<file path="config.mk">
export PLATFORM = sky130hd
export DESIGN_NAME = half_precision_converter_flat
export DESIGN_NICKNAME = d
export VERILOG_FILES = /design/src/sv/hpc_pkg.sv /design/src/sv/hpc_stream_if.sv /design/src/sv/hpc_convert.sv /design/src/sv/half_precision_converter.sv /design/src/flat_wrapper.sv
export SDC_FILE = /design/constraint.sdc
export NUM_CORES = 1
export LEC_CHECK = 0
export BUFFER_PORTS_ARGS = -buffer_cell sky130_fd_sc_hd__buf_4
export CAP_MARGIN = 20
export CORE_MARGIN = 10
export CORE_UTILIZATION = 30
export DETAILED_ROUTE_END_ITERATION = 8
export GPL_TIMING_DRIVEN = 0
export PLACE_DENSITY = 0.54
export SKIP_CTS_REPAIR_TIMING = 1
export SYNTH_ARGS = -nofsm -noshare
export SYNTH_HDL_FRONTEND = slang
export SYNTH_SLANG_ARGS = --single-unit
</file>
<file path="constraint.sdc">
create_clock -name clk -period 8.5 [get_ports clk]
set_input_delay 0.425 -clock clk [delete_from_list [all_inputs] [get_ports clk]]
set_output_delay 0.425 -clock clk [all_outputs]
set_load 0.02 [all_outputs]
</file>
<file path="src/sv/hpc_pkg.sv">
`default_nettype none
package hpc_pkg;
    localparam int unsigned OperandWidth = 32;
    localparam logic FuncEncode = 1'b0;
    localparam logic FuncDecode = 1'b1;

    typedef struct packed {
        logic                    func;
        logic [OperandWidth-1:0] operand;
    } req_t;

    typedef struct packed {
        logic [OperandWidth-1:0] result;
        logic                    overflowed;
    } rsp_t;
endpackage
`default_nettype wire

</file>
<file path="src/sv/hpc_stream_if.sv">
`default_nettype none
interface hpc_stream_if #(
    parameter type payload_t = logic
);
    logic     valid;
    logic     ready;
    payload_t payload;

    modport source (output valid, output payload, input ready);
    modport sink (input valid, input payload, output ready);
endinterface
`default_nettype wire

</file>
<file path="src/sv/hpc_convert.sv">
`default_nettype none
// Combinational conversion for one request
module hpc_convert (
    input  wire hpc_pkg::req_t req,
    output hpc_pkg::rsp_t  rsp
);
    logic [7:0]  e32;
    logic [22:0] m23;
    logic        sgn;
    logic [15:0] mag;
    logic [15:0] enc;
    logic        enc_ovf;
    logic [23:0] sig;
    logic [4:0]  sh;
    logic [24:0] rnd;
    logic [4:0]  he;
    logic [9:0]  hm;
    logic [3:0]  lead;
    logic [31:0] dec;
    logic [9:0]  norm_m;

    assign e32 = req.operand[30:23];
    assign m23 = req.operand[22:0];
    assign sgn = req.operand[31];
    assign sig = {1'b1, m23};
    assign sh  = 5'(8'd126 - e32);
    // half-up rounding of the shifted significand (sh is 14..25 here)
    assign rnd = ({1'b0, sig} + (25'd1 << (sh - 5'd1))) >> sh;

    always_comb
    begin
        enc_ovf = 1'b0;
        mag     = '0;
        enc     = '0;
        if (e32 == 8'hFF)
        begin
            enc_ovf = 1'b1;
            enc     = (m23 != '0) ? 16'h7C00 : {sgn, 15'h7C00};
        end
        else if (e32 == 8'd0)
        begin
            enc = (m23 == '0) ? 16'h0000 : {sgn, 15'd0};
        end
        else if (e32 >= 8'd143)
        begin
            enc_ovf = 1'b1;
            enc     = {sgn, 15'h7C00};
        end
        else
        begin
            if (e32 > 8'd112)
                mag = {1'b0, 5'(e32 - 8'd112), 10'd0} + 16'((24'(m23) + 24'h1000) >> 13);
            else if (e32 < 8'd101)
                mag = '0;
            else
                mag = 16'(rnd);
            if (mag >= 16'h7C00)
            begin
                enc_ovf = 1'b1;
                mag     = 16'h7C00;
            end
            enc = {sgn, 15'd0} | mag;
        end
    end

    assign he = req.operand[14:10];
    assign hm = req.operand[9:0];

    always_comb
    begin
        lead = '0;
        for (int i = 0; i < 10; i++)
        begin
            if (hm[i])
                lead = 4'(i);
        end
    end

    assign norm_m = 10'(hm << (4'd10 - lead));

    always_comb
    begin
        if (he == 5'd31)
            dec = (hm == '0) ? {req.operand[15], 31'h7F800000}
                             : {req.operand[15], 31'h7FC00000 | {8'd0, hm, 13'd0}};
        else if (he != 5'd0)
            dec = {req.operand[15], 8'(he) + 8'd112, hm, 13'd0};
        else if (hm == '0)
            dec = {req.operand[15], 31'd0};
        else
            dec = {req.operand[15], 8'(lead) + 8'd103, norm_m, 13'd0};
    end

    always_comb
    begin
        if (req.func == hpc_pkg::FuncDecode)
        begin
            rsp.result     = dec;
            rsp.overflowed = 1'b0;
        end
        else
        begin
            rsp.result     = {16'd0, enc};
            rsp.overflowed = enc_ovf;
        end
    end
endmodule
`default_nettype wire

</file>
<file path="src/sv/half_precision_converter.sv">
// Pipeline: an accepted request is registered in the input register, converted, then held in the result register.
// Throughput: one request per cycle unless the output stalls, set by the single conversion stage.
// Both stages advance whenever the result register is empty or being taken.
// Reset: asynchronous active-low rst_n clears both valid flags; payloads are not reset.
`default_nettype none
module half_precision_converter (
    input wire clk,
    input wire rst_n,
    hpc_stream_if.sink   in_ch,
    hpc_stream_if.source out_ch
);
    hpc_pkg::req_t req_reg;
    logic          req_valid_reg;
    hpc_pkg::rsp_t rsp_reg;
    hpc_pkg::rsp_t rsp_next;
    logic          rsp_valid_reg;
    logic          advance;

    assign advance      = !rsp_valid_reg || out_ch.ready;
    assign in_ch.ready  = advance;
    assign out_ch.valid = rsp_valid_reg;
    assign out_ch.payload = rsp_reg;

    hpc_convert u_convert (
        .req (req_reg),
        .rsp (rsp_next)
    );

    always_ff @(posedge clk or negedge rst_n)
    begin
        if (!rst_n)
        begin
            req_valid_reg <= 1'b0;
            rsp_valid_reg <= 1'b0;
        end
        else if (advance)
        begin
            req_valid_reg <= in_ch.valid;
            rsp_valid_reg <= req_valid_reg;
        end
    end

    always_ff @(posedge clk)
    begin
        if (advance)
        begin
            req_reg <= in_ch.payload;
            rsp_reg <= rsp_next;
        end
    end
endmodule
`default_nettype wire

</file>
<file path="src/flat_wrapper.sv">
// flat-port wrapper written by rule: the top's interface ports become plain ports
module half_precision_converter_flat import hpc_pkg::*;
  (clk, rst_n, in_ch_valid, in_ch_payload, in_ch_ready, out_ch_valid, out_ch_payload, out_ch_ready);
  hpc_stream_if #(.payload_t(req_t)) in_ch_i ();
  hpc_stream_if #(.payload_t(rsp_t)) out_ch_i ();
  input wire clk;
  input wire rst_n;
  input wire logic [$bits(in_ch_i.valid)-1:0] in_ch_valid;
  input wire logic [$bits(in_ch_i.payload)-1:0] in_ch_payload;
  output wire logic [$bits(in_ch_i.ready)-1:0] in_ch_ready;
  output wire logic [$bits(out_ch_i.valid)-1:0] out_ch_valid;
  output wire logic [$bits(out_ch_i.payload)-1:0] out_ch_payload;
  input wire logic [$bits(out_ch_i.ready)-1:0] out_ch_ready;
  assign in_ch_i.valid = in_ch_valid;
  assign in_ch_i.payload = in_ch_payload;
  assign in_ch_ready = in_ch_i.ready;
  assign out_ch_valid = out_ch_i.valid;
  assign out_ch_payload = out_ch_i.payload;
  assign out_ch_i.ready = out_ch_ready;
  half_precision_converter u_core (.clk(clk), .rst_n(rst_n), .in_ch(in_ch_i), .out_ch(out_ch_i));
endmodule
</file>
# Word-level counts from Yosys, hierarchy flattened
# Cells that the tools add are included.
[word_totals]
reg_bits = 68
input_bits = 37
output_inout_bits = 35
word_cells = 65
[op_classes]
add_sub_neg = 9
magnitude_cmp = 4
n_eq_ne = 2
n_shift = 3
muxes = 32
bitwise_logic = 1
reduce_logical = 7
[op_table]
columns = ["op", "n"]
rows = [
  ["$mux W16", 14],
  ["$mux W31", 3],
  ["$mux W4", 8],
  ["$add A24 B25 Y25", 1],
  ["$shl A1 B5 Y25 const A", 1],
  ["$shr A25 B5 Y16", 1],
  ["$add A23 B13 Y24 const B", 1],
  ["$logic_not A23 Y1", 1],
  ["$mux W23", 1],
  ["$reduce_bool A23 Y1", 1],
  ["$mux W17", 1],
  ["$add A15 B11 Y16", 1],
  ["$ge A16 B15 Y1 const B", 1],
  ["$or A16 B16 Y16", 1],
  ["$logic_not A10 Y1", 1],
  ["$shl A10 B4 Y10", 1],
  ["$add A4 B7 Y8 const B", 1],
  ["$add A5 B7 Y8 const B", 1],
  ["$eq A8 B8 Y1 const B", 1],
  ["$ge A8 B8 Y1 const B", 1],
  ["$gt A8 B7 Y1 const B", 1],
  ["$logic_not A8 Y1", 1],
  ["$lt A8 B7 Y1 const B", 1],
  ["$eq A5 B5 Y1 const B", 1],
  ["8 further kinds", 12],
]

# Logic depth before layout (Yosys ltp)
# Gate-level depths: netlist (run 1).
[logic_depth]
word_depth = 20
ltp_mapped = 28
mapped_depth_nobuf = 23

# Modules after synthesis
# Synthesis (run 1) repeated with hierarchy kept, for this count alone.
[unflattened]
hier_cells = 776
hier_area_um2 = 6752.7
[by_module_without_submodules]
columns = ["module", "n_inst", "cells_per_inst", "area_per_inst_um2", "seq_area_each_um2"]
rows = [
  ["hpc_convert", 1, 705, 4684.5, 0.0],
  ["half_precision_converter", 1, 71, 2068.2, 2031.9],
]

# Least setup slack after synthesis (run 1)
# No wires, ideal clock.
[synth_path]
path_kind = "reg-to-reg"
from = "register u_core.req_reg[23] (netlist name)"
to = "register u_core.rsp_reg (netlist bit u_core.out_ch.payload[3]) (data pin)"
setup_time_ns = 0.256
t_arrival_ns = 5.999
required_time_ns = 8.244
slack_ns = 2.245
stages_incl_launch_ff = 28
n_path_buf = 6
synth_period_minus_slack_ns = 6.255
cell_sequence = "edfxtp_1 -> buf_2 -> inv_1 -> buf_1 -> clkbuf_1 -> ha_1 -> buf_2 -> nor2b_1 -> nand2_1 -> or3_1 -> o21ai_0 -> a32oi_1 -> nor2_1 -> and2_1 -> ha_1 -> buf_2 -> a21o_1 -> a21oi_2 -> o221ai_1 -> a221oi_1 -> o21ai_0 -> xnor2_2 -> a221oi_1 -> o21ba_2 -> o21a_1 -> or4_4 -> buf_6 -> and4_1"
[synth_via]
elab_chain_len = 20
elab_cells_between_ends = 27
classes_between = "5 x add/sub; 4 x order compare; 1 x eq/ne; 2 x shift; 13 x mux; 1 x bitwise; 1 x reduce/logical"
[synth_rtl]
columns = ["element", "line", "source"]
rows = [
  ["from (decl)", "half_precision_converter.sv:12", "hpc_pkg::req_t req_reg;"],
  ["from (signal assigned)", "half_precision_converter.sv:47", "req_reg <= in_ch.payload;"],
  ["$sub A5 B5 Y5", "hpc_convert.sv:26", "assign sh = 5'(8'd126 - e32);"],
  ["$sub A5 B1 Y5", "hpc_convert.sv:28", "assign rnd = ({1'b0, sig} + (25'd1 << (sh - 5'd1))) >> sh;"],
  ["$shl A1 B5 Y25", "hpc_convert.sv:28", ""],
  ["$add A24 B25 Y25", "hpc_convert.sv:28", ""],
  ["$shr A25 B5 Y16", "hpc_convert.sv:28", ""],
  ["$mux W16", "hpc_convert.sv:53", "else if (e32 < 8'd101)"],
  ["$mux W16", "hpc_convert.sv:51", "if (e32 > 8'd112)"],
  ["$mux W16", "hpc_convert.sv:44", "else if (e32 >= 8'd143)"],
  ["[... 4 more ...]", "n/a", ""],
  ["$mux W16", "hpc_convert.sv:44", ""],
  ["$mux W16", "hpc_convert.sv:40", "else if (e32 == 8'd0)"],
  ["$mux W16", "hpc_convert.sv:35", "if (e32 == 8'hFF)"],
  ["$or A16 B16 Y16", "hpc_convert.sv:62", "enc = {sgn, 15'd0} | mag;"],
  ["$mux W16", "hpc_convert.sv:44", ""],
  ["$mux W16", "hpc_convert.sv:40", ""],
  ["$mux W16 (*)", "hpc_convert.sv:35", ""],
  ["$mux W17 (*)", "hpc_convert.sv:96", "if (req.func == hpc_pkg::FuncDecode)"],
  ["to (signal assigned)", "half_precision_converter.sv:48", "rsp_reg <= rsp_next;"],
  ["to (decl)", "half_precision_converter.sv:14", "hpc_pkg::rsp_t rsp_reg;"],
]
# Mark *: on every way between the ends. The rest lies on a longest branch, timed or not. The select of a mux whose other input is x is not followed.
# A chain may end at the register's enable or synchronous reset.

# Final worst setup path (run 1)
# Same ends and word-level chain as after synthesis.

==> results by group, run 1 <==
Timing
  • Worst path setup slack after routing: 0.440 ns
  • Fin. max-slew vios: 0
  • Period minus WS final: 8.06 ns
  • FMAX: 124 MHz
  • Final setup fails: 0
  • Fin crit share: 94.8%
  • Fin Setup TNS: 0 ns
  • RSZ-0062 raised after global routing: false
  • Clk_skew: 0.0140 ns
  • Slew @ Worst Pin: 0.937 ns
  • Hold Violations, Final: 0
  • Worst slew margin: 37.5%

Finish
  • Layout cells sized above 1: 16.7%
  • Fill cell count: 2476
  • FF/Latch Area: 2000 um2
  • Non-filler cells, final: 1252
  • Max reg flops: 33
  • N_diodes: 0
  • Area of the multi-input gates: 4820 um2
  • Nets: 1003
  • Syn-to-layout area delta: 17.7%

Placement
  • Routability cong.: 0.935
  • Place WS: 0.308 ns
  • DP HPWL: 20200 um
  • Port bufs: 71
  • Cells after DPL: 1235

Status
  • Status: completed

Critical path
  • CP Data Arrival Time: 8.15 ns
  • Kind of critical path: flop to flop
  • Worst-path fanout max: 12
  • Worst reg2reg startpoint: u_core.req_reg[23]
  • Reg2reg end: u_core.out_ch.payload[3]
  • R2r setup slk: 0.44 ns
  • Worst Path Required: 8.59 ns
  • Critical path launch point type: flop
  • R2R depth: 27
  • Worst setup EP type: flop

Detailed routing
  • Vias: 7126
  • Via density: 5.69
  • Final WL: 25600 um
  • Top layer in use: met4
  • DRC violations left: 0
  • Drt first pass iters: 5
  • Routed wire length on met2: 11300 um
  • Initial DRC Count: 676
  • Antenna viol nets, final: 0
  • Met3 wire length: 1710 um
  • WL met1: 11800 um
  • Avg WL per Cell: 20.5 um

Hold path
  • Hold Path Class: input pin to flop
  • Hold Startpoint: in_ch_payload[18]
  • Hold Path Stages: 1
  • Hold endpoint: u_core.req_reg[18]

Synth
  • XOR/XNOR Fraction of Synth Area: 5.07%
  • Synth Area in Compound Gates: 28.5%
  • Post-synthesis simple-gate area fraction: 22.2%
  • Main combinational cell family by area after synthesis: compound AO/OA/AOI/OAI gates
  • Post-Synth Adder-Cell Area: 6.75%
  • Yosys cell types: 95
  • Syn Nets: 920
  • Yosys reg bits: 67
  • Multiplexer share of the synthesized area: 4.79%
  • Seq/Total Area, Yosys: 28.0%
  • Ys Warns: 0
  • Mean Syn Cell Area: 8.47 um2
  • Synth Cell Area: 7150 um2
  • Ys async rst share: 2.99%
  • Number of flops mapped to enable cells by yosys: 65
  • Cells after synthesis: 845
  • Top_reg_cell synth: edfxtp_1

Die
  • Area of the die: 30400 um2
  • Die width: 174 um
  • Initial core utilization: 30.5%
  • Die Y: 174 um
  • Site row count: 56
  • I/O pin total: 72
  • Core Region: 23500 um2

Clock tree
  • CTS Buffer Depth: 2
  • Clock Sinks: 67
  • Clock transition at the registers of the reported paths: 0.07 ns
  • Worst-skew pair later-pin latency: 0.35 ns
  • # H-tree levels: 3
  • Num CTS Buffers: 9
  • Root buf cell: clkbuf_16
  • CTS tree: built

Job
  • Max Cap Violations: 0

Power
  • Leakage power: 3.27 nW
  • Power per cell area: 176 nW/um2
  • Max rail drop VDD: 0.0000982 V

Global route
  • Pin count of the biggest net entering global routing: 69
  • Vias in the first global route: 6758
  • Initial antenna violation count: 0
  • Total grt overflow: 0
  • Gr usage total: 16.3%
  • First-pass GRT wire length: 39600 um
[layout make-up]
cell class | instances | area share [%]
buffer | 57 | 3.09
sequential | 67 | 23.8
clock buffer | 10 | 2.72
timing repair buffer | 72 | 6.45
tap | 319 | 4.74
multi-input combinational | 699 | 57.2
clock inverter | 6 | 1.05
inverter | 22 | 0.980
[placed cells by master, fill, tap and decap left out, types with 20 or more instances in the layout]
cell type	netlist	layout
nand2_1	86	86
nor2_1	69	69
clkbuf_1	27	27
ha_1	37	37
inv_1	21	21
nand3_1	20	20
xnor2_1	20	20
edfxtp_1	65	65
buf_4	4	75
a21oi_1	52	52
o21ai_0	39	39
nor3_1	20	20
mux2i_1	23	23
[per-layer routing]
layer  global-route usage [%]  vias up
li1                         -     3402
met4                     6.38        0
met1                     22.3     3375
met3                     2.54       53
met5                        0        -
met2                     25.2      296
[synthesized netlist by cell type, types with 12 or more instances]
cell type	number	area share, %
clkbuf_1	27	1.4
nand2_1	86	4.5
xnor2_1	20	2.4
nor3_1	20	1.4
o21ai_0	39	2.7
buf_2	18	1.3
o21a_1	16	1.7
xor2_1	14	1.7
ha_1	37	6.5
mux2i_1	23	3.2
nor2_1	69	3.6
nand4_1	13	1.1
nand3_1	20	1.4
nand2b_1	12	1.0
o211ai_1	18	1.9
and3_1	18	1.6
edfxtp_1	65	27
inv_1	21	1.1
and2_1	17	1.5
a21oi_1	52	3.6
nor2b_1	14	1.2
[critical path, cell delays in order, from the launching register on]
cell and delay, ns:
edfxtp_1 0.49, buf_2 0.23, inv_1 0.21, buf_1 0.51
clkbuf_2 0.44, ha_1 0.31, buf_2 0.20, nor2b_1 0.23
nand2_1 0.20, or3_1 0.13, o21ai_0 0.07, a32oi_1 0.64
nor2_1 0.13, and2_1 0.21, ha_1 0.26, buf_2 0.23
nand2_1 0.25, a21oi_1 0.32, nand2b_1 0.14, o2111ai_1 0.13
nor3_1 0.62, mux2i_1 0.31, a221oi_2 0.46, o21a_1 0.20
o32ai_1 0.09, or4_4 0.44, buf_6 0.15, and4_1 0.19
[where the power goes]
group / switching (mW) / leakage [nW] / internal (mW)
clock network: 0.149 / 0.149 / 0.257
logic: 0.400 / 2.43 / 0.228
registers: 0.0354 / 0.693 / 0.411
[how the worst max path moves through the flow]
stage | start | end | slack (ns) | cells past startpoint
2_1_floorplan | u_core.req_reg[23] | u_core.out_ch.payload[3] | 2.25 | 27
3_3_place_gp | u_core.req_reg[23] | u_core.out_ch.payload[1] | 0.29 | 27
3_5_place_dp | u_core.req_reg[23] | u_core.out_ch.payload[3] | 0.31 | 27
4_1_cts | u_core.req_reg[23] | u_core.out_ch.payload[3] | 0.26 | 27
5_1_grt | u_core.req_reg[23] | u_core.out_ch.payload[3] | 0.01 | 27
6_report | u_core.req_reg[23] | u_core.out_ch.payload[3] | 0.44 | 27
[per-stage QoR]
stage | utilization (%) | power (mW) | hold WS (ns) | instance area, um2
floorplan | - | 0.863 | 0.129 | 7150
global placement | 34.5 | 1.07 | 0.209 | 8090
detailed placement | 34.5 | 1.07 | 0.209 | 8090
CTS | 35.8 | 1.48 | -0.170 | 8410
global route | 35.9 | 1.57 | 0.230 | 8420
finish | 35.9 | 1.48 | 0.244 | 8420
[logic make-up (layout without fill, tap and decap cells)]
| group | after synthesis | count (layout) |
|---|---|---|
| mux | 31 | 31 |
| buf+inv | 79 | 167 |
| fa+ha+maj | 38 | 38 |
| xor+xnor | 38 | 38 |
| compound gates | 277 | 277 |
| flops | 67 | 67 |
| simple gates | 315 | 315 |
No activity file was read; power rests on OpenSTA's default activity.
==> run 2: changes to the inputs <==
--- a/config.mk
+++ b/config.mk
@@ -11,7 +11,7 @@
 export CORE_UTILIZATION = 30
 export DETAILED_ROUTE_END_ITERATION = 8
 export GPL_TIMING_DRIVEN = 0
-export PLACE_DENSITY = 0.54
+export PLACE_DENSITY = 0.56
 export SKIP_CTS_REPAIR_TIMING = 1
 export SYNTH_ARGS = -nofsm -noshare
 export SYNTH_HDL_FRONTEND = slang
==> constraint.sdc (replaced) <==
create_clock -name clk -period 6.7 [get_ports clk]
set_input_delay 0.335 -clock clk [delete_from_list [all_inputs] [get_ports clk]]
set_output_delay 0.335 -clock clk [all_outputs]
set_load 0.02 [all_outputs]
==> results by group, run 2 (synthesis results as in run 1) <==
Global route
  • Vias in the first global route: 6705 (was 6758)
  • Total grt overflow: 0 (unchanged)
  • Gr usage total: 16.3% (about the same)
  • Pin count of the biggest net entering global routing: 69 (unchanged)
  • First-pass GRT wire length: 39300 um (was 39600 um)
  • Initial antenna violation count: 0 (unchanged)

Timing
  • RSZ-0062 raised after global routing: false (unchanged)
  • Fin Setup TNS: 0 ns (unchanged)
  • Slew @ Worst Pin: 0.974 ns (was 0.937 ns)
  • Final setup fails: 0 (unchanged)
  • FMAX: 154 MHz (was 124 MHz)
  • Worst slew margin: 34.4% (was 37.5%)
  • Period minus WS final: 6.48 ns (was 8.06 ns)
  • Fin crit share: 96.7% (was 94.8%)
  • Fin. max-slew vios: 0 (unchanged)
  • Clk_skew: 0.0120 ns (was 0.0140 ns)
  • Hold Violations, Final: 0 (unchanged)
  • Worst hold slack: 0.159 ns (was 0.244 ns)

Clock tree
  • CTS tree: built (unchanged)
  • Worst-skew pair later-pin latency: 0.35 ns (about the same)
  • # H-tree levels: 3 (unchanged)
  • Root buf cell: clkbuf_16 (unchanged)
  • Clock transition at the registers of the reported paths: 0.06 ns (was 0.07 ns)
  • Clock Sinks: 67 (unchanged)
  • Num CTS Buffers: 9 (unchanged)
  • CTS Buffer Depth: 2 (unchanged)

Hold path
  • Hold endpoint: u_core.req_reg[12] (was u_core.req_reg[18])
  • Hold Path Stages: 1 (unchanged)
  • Hold Startpoint: in_ch_payload[12] (was in_ch_payload[18])
  • Hold Path Class: input pin to flop (unchanged)

Critical path
  • Critical path's top delay family: simple AND/OR/NAND/NOR gates (unchanged)
  • Kind of critical path: flop to flop (unchanged)
  • R2r setup slk: 0.22 ns (was 0.44 ns)
  • CP most frequent cell: buf_6 (was buf_2)
  • WP depth: 26 (was 27)
  • Reg2reg end: u_core.out_ch.payload[1] (was u_core.out_ch.payload[3])
  • Critical path launch point type: flop (unchanged)
  • Slowest cell on the critical path: or4_4 (was a32oi_1)
  • Crit path launch: u_core.req_reg[23] (unchanged)
  • Worst reg2reg startpoint: u_core.req_reg[23] (unchanged)
  • R2R depth: 26 (was 27)
  • Worst stage delay on the critical path: 0.54 ns (was 0.64 ns)
  • Worst Path Required: 6.78 ns (was 8.59 ns)
  • Worst setup EP type: flop (unchanged)
  • CP Buf/Inv Count: 9 (was 7)
  • Worst-path fanout max: 12 (unchanged)
  • CP Data Arrival Time: 6.56 ns (was 8.15 ns)

Die
  • I/O pin total: 72 (unchanged)
  • Site row count: 56 (unchanged)
  • Core Region: 23500 um2 (unchanged)
  • Die width: 174 um (unchanged)
  • Initial core utilization: 30.5% (unchanged)
  • Die Y: 174 um (unchanged)
  • Area of the die: 30400 um2 (unchanged)

Finish
  • Fill cell count: 2464 (was 2476)
  • Syn-to-layout area delta: 23.1% (was 17.7%)
  • Nets: 1020 (was 1003)
  • Final Util: 37.5% (was 35.9%)
  • Max reg flops: 33 (unchanged)
  • N_diodes: 0 (unchanged)
  • Most frequent cells in the layout: 94 x buf_4, 84 x nand2_1, 69 x nor2_1 (was 86 x nand2_1, 75 x buf_4, 69 x nor2_1)
  • Most common cell after layout, fill and taps aside: buf_4 (was nand2_1)
  • Layout cells sized above 1: 21.9% (was 16.7%)
  • Non-filler cells, final: 1269 (was 1252)

Detailed routing
  • Initial DRC Count: 610 (was 676)
  • Avg WL per Cell: 20.5 um (about the same)
  • Final WL: 26100 um (was 25600 um)
  • DRC violations left: 0 (unchanged)
  • Vias: 7063 (was 7126)
  • Via density: 5.57 (was 5.69)
  • Drt first pass iters: 5 (unchanged)
  • Antenna viol nets, final: 0 (unchanged)

Placement
  • Routability cong.: 0.967 (was 0.935)
  • Port bufs: 71 (unchanged)
  • DP HPWL: 20200 um (about the same)
  • Cells after DPL: 1235 (unchanged)

Status
  • Status: completed (unchanged)

Power
  • Power per cell area: 220 nW/um2 (was 176 nW/um2)
  • Tot Pwr: 1.94 mW (was 1.48 mW)
  • Leakage power: 3.44 nW (was 3.27 nW)
  • Max rail drop VDD: 0.000123 V (was 0.0000982 V)

Job
  • Max Cap Violations: 0 (unchanged)
## run 2: stage by stage
stage          cell area (um2)  worst slack [ns]
2_1_floorplan             7150             0.445
3_3_place_gp              8090             -1.51
3_5_place_dp              8090             -1.47
4_1_cts                   8420             -1.53
5_1_grt                   8810            0.0174
6_report                  8810             0.218
## run 2: cell type report
type | instances | area, um2 | share of cell area (%)
inverter | 22 | 82.6 | 0.938
clock inverter | 7 | 100 | 1.14
sequential | 67 | 2000 | 22.7
timing repair buffer | 90 | 678 | 7.70
multi-input combinational | 699 | 5040 | 57.2
tap | 319 | 399 | 4.53
clock buffer | 9 | 225 | 2.56
buffer | 56 | 283 | 3.21
## run 2: report_power, final
group | leakage, nW | internal, mW | total, mW | switching (mW)
clock network | 0.160 | 0.328 | 0.524 | 0.195
registers | 0.693 | 0.521 | 0.566 | 0.0448
logic | 2.59 | 0.322 | 0.849 | 0.527
total | 3.44 | 1.17 | 1.94 | 0.767
## run 2: routing by layer
metal	track usage (%)	vias up	part of all wire [%]
li1	-	3432	-
met1	21.6	3322	45
met2	25.7	260	45
met3	3.14	49	6.8
met4	6.02	0	2.8
met5	0	-	0
## run 2: worst max-delay path by stage
stage and endpoint:
6_report u_core.out_ch.payload[1], 2_1_floorplan u_core.out_ch.payload[3], 4_1_cts u_core.out_ch.payload[1], 3_3_place_gp u_core.out_ch.payload[1]
3_5_place_dp u_core.out_ch.payload[1], 5_1_grt u_core.out_ch.payload[1]
==> run 3: changes to the inputs <==
--- a/config.mk
+++ b/config.mk
@@ -10,7 +10,7 @@
 export CORE_MARGIN = 10
 export CORE_UTILIZATION = 30
 export DETAILED_ROUTE_END_ITERATION = 8
-export GPL_TIMING_DRIVEN = 0
+export GPL_TIMING_DRIVEN = 1
 export PLACE_DENSITY = 0.56
 export SKIP_CTS_REPAIR_TIMING = 1
 export SYNTH_ARGS = -nofsm -noshare
==> results by group, run 3 (synthesis results as in run 1) <==
Clock tree
  • CTS Buffer Depth: 2 (unchanged)
  • Worst-skew pair later-pin latency: 0.35 ns (about the same)
  • CTS tree: built (unchanged)
  • Clock Sinks: 67 (unchanged)
  • Clock transition at the registers of the reported paths: 0.06 ns (about the same)
  • Root buf cell: clkbuf_16 (unchanged)
  • # H-tree levels: 3 (unchanged)
  • Num CTS Buffers: 9 (unchanged)

Placement
  • Place WS: 0.408 ns (was -1.47 ns)
  • Port bufs: 71 (unchanged)
  • Post-DP Area: 7980 um2 (was 8090 um2)
  • DP HPWL: 19500 um (was 20200 um)
  • Routability cong.: 0.924 (was 0.967)

Detailed routing
  • Initial DRC Count: 690 (was 610)
  • Via density: 5.72 (was 5.57)
  • Drt first pass iters: 7 (was 5)
  • Vias: 6959 (was 7063)
  • Avg WL per Cell: 20.7 um (was 20.5 um)
  • DRC violations left: 0 (unchanged)
  • Final WL: 25100 um (was 26100 um)
  • Antenna viol nets, final: 0 (unchanged)

Finish
  • Layout cells sized above 1: 17.7% (was 21.9%)
  • Final instance area: 8340 um2 (was 8810 um2)
  • Area of the multi-input gates: 4860 um2 (was 5040 um2)
  • Nets: 967 (was 1020)
  • Fill cell count: 2428 (was 2464)
  • FF/Latch Area: 2000 um2 (unchanged)
  • N_diodes: 0 (unchanged)
  • Max reg flops: 33 (unchanged)
  • Most frequent cells in the layout: 92 x buf_4, 86 x nand2_1, 69 x nor2_1 (was 94 x buf_4, 84 x nand2_1, 69 x nor2_1)
  • Syn-to-layout area delta: 16.6% (was 23.1%)
  • Most common cell after layout, fill and taps aside: buf_4 (unchanged)

Timing
  • Worst path setup slack after routing: 0.438 ns (was 0.218 ns)
  • Worst slew margin: 38.6% (was 34.4%)
  • Fin Setup TNS: 0 ns (unchanged)
  • Period minus WS final: 6.26 ns (was 6.48 ns)
  • Final setup fails: 0 (unchanged)
  • FMAX: 160 MHz (was 154 MHz)
  • Clk_skew: 0.0135 ns (was 0.0120 ns)
  • Fin crit share: 93.5% (was 96.7%)
  • Fin. max-slew vios: 0 (unchanged)
  • Hold Violations, Final: 0 (unchanged)
  • Slew @ Worst Pin: 0.922 ns (was 0.974 ns)
  • RSZ-0062 raised after global routing: false (unchanged)

Hold path
  • Hold Startpoint: in_ch_payload[7] (was in_ch_payload[12])
  • Hold Path Class: input pin to flop (unchanged)

Global route
  • Pin count of the biggest net entering global routing: 69 (unchanged)
  • Total grt overflow: 0 (unchanged)
  • Initial antenna violation count: 0 (unchanged)
  • First-pass GRT wire length: 38900 um (was 39300 um)
  • Vias in the first global route: 6645 (was 6705)
  • Gr usage total: 16.0% (was 16.3%)

Die
  • Initial core utilization: 30.5% (unchanged)
  • Core Region: 23500 um2 (unchanged)
  • Area of the die: 30400 um2 (unchanged)
  • I/O pin total: 72 (unchanged)
  • Site row count: 56 (unchanged)
  • Die Y: 174 um (unchanged)
  • Die width: 174 um (unchanged)

Critical path
  • Crit path launch: u_core.req_reg[24] (was u_core.req_reg[23])
  • Worst stage delay on the critical path: 0.60 ns (was 0.54 ns)
  • Worst setup EP type: flop (unchanged)
  • CP Cell Sequence: ha_1 > xor2_2 > nand2_1 > or3_1 > o21ai_0 > a32oi_1 > buf_4 > nor2_1 > and2_1 > ha_1 > nand2_1 > a21oi_1 > nand2b_1 > o2111ai_1 > nor4_1 > buf_4 > a21oi_1 > o21a_1 > o221a_1 > o21a_1 > or4_4 > and4b_1
  • Worst reg2reg startpoint: u_core.req_reg[24] (was u_core.req_reg[23])
  • Kind of critical path: flop to flop (unchanged)
  • Worst-path fanout max: 11 (was 12)
  • Critical path launch point type: flop (unchanged)
  • CP Data Arrival Time: 6.35 ns (was 6.56 ns)
  • Worst Path Required: 6.79 ns (was 6.78 ns)
  • Slowest cell on the critical path: or4_4 (unchanged)
  • R2r setup slk: 0.44 ns (was 0.22 ns)

Power
  • Max rail drop VDD: 0.000114 V (was 0.000123 V)
  • Leakage power: 3.25 nW (was 3.44 nW)
  • Power per cell area: 221 nW/um2 (was 220 nW/um2)

Status
  • Status: completed (unchanged)

Job
  • Max Cap Violations: 0 (unchanged)
[run 3: cell types whose count changed in the layout (fill, tap and decap cells not counted), sizes merged]
cell	before	now
buf	117	92
clkinvlp	0	1
bufinv	2	1
clkbuf	37	10
inv	22	21
[run 3: report_power, final]
part	switching [mW]	leakage (nW)	internal, mW
Combinational	0.495	2.41	0.294
Clock	0.186	0.148	0.298
Sequential	0.0472	0.693	0.521
[run 3: final timing paths]
check / cells past startpoint / endpoint
setup / recovery: 22 / u_core.out_ch.payload[6]
hold / removal: 1 / u_core.req_reg[7]
setup reg to reg: 22 / u_core.out_ch.payload[6]
max in group asynchronous: 2 / u_core.req_valid_reg
min in group asynchronous: 2 / u_core.out_ch.valid
hold reg to reg: 1 / u_core.out_ch.valid
[run 3: layout make-up]
class                           instances  share of cell area, %
Multi-Input combinational cell        699                   58.2
Sequential cell                        67                   24.0
Timing Repair Buffer                   93                   8.40
Tap cell                              319                   4.78
Clock buffer                           10                   2.86
Inverter                               22                  0.990
Clock inverter                          6                  0.780
[run 3: layer usage]
layer | global-route usage, % | wire [um]
met1 | 21.7 | 11500
met2 | 25.0 | 11500
met3 | 2.41 | 1470
met4 | 6.13 | 687
met5 | 0 | 0
[run 3: per-stage QoR]
stage / cells / utilization [%] / power (mW) / hold WS, ns
2_1_floorplan: 845 / - / 1.09 / 0.0394
3_3_place_gp: 1196 / 34.0 / 1.35 / 0.119
3_5_place_dp: 1196 / 34.0 / 1.35 / 0.119
4_1_cts: 1212 / 35.3 / 1.84 / -0.257
5_1_grt: 1216 / 35.5 / 1.95 / 0.145
6_report: 1216 / 35.5 / 1.84 / 0.160
[run 3: critical path, delay by kind of cell (launching register included)]
kind | cells | cell delay (ns)
AND/OR/NAND/NOR | 9 | 2.55
AO/OA/AOI/OAI | 8 | 1.38
adder cells (fa/ha/maj) | 2 | 0.69
flip-flops | 1 | 0.49
XOR/XNOR | 1 | 0.47
buffers and inverters | 2 | 0.40
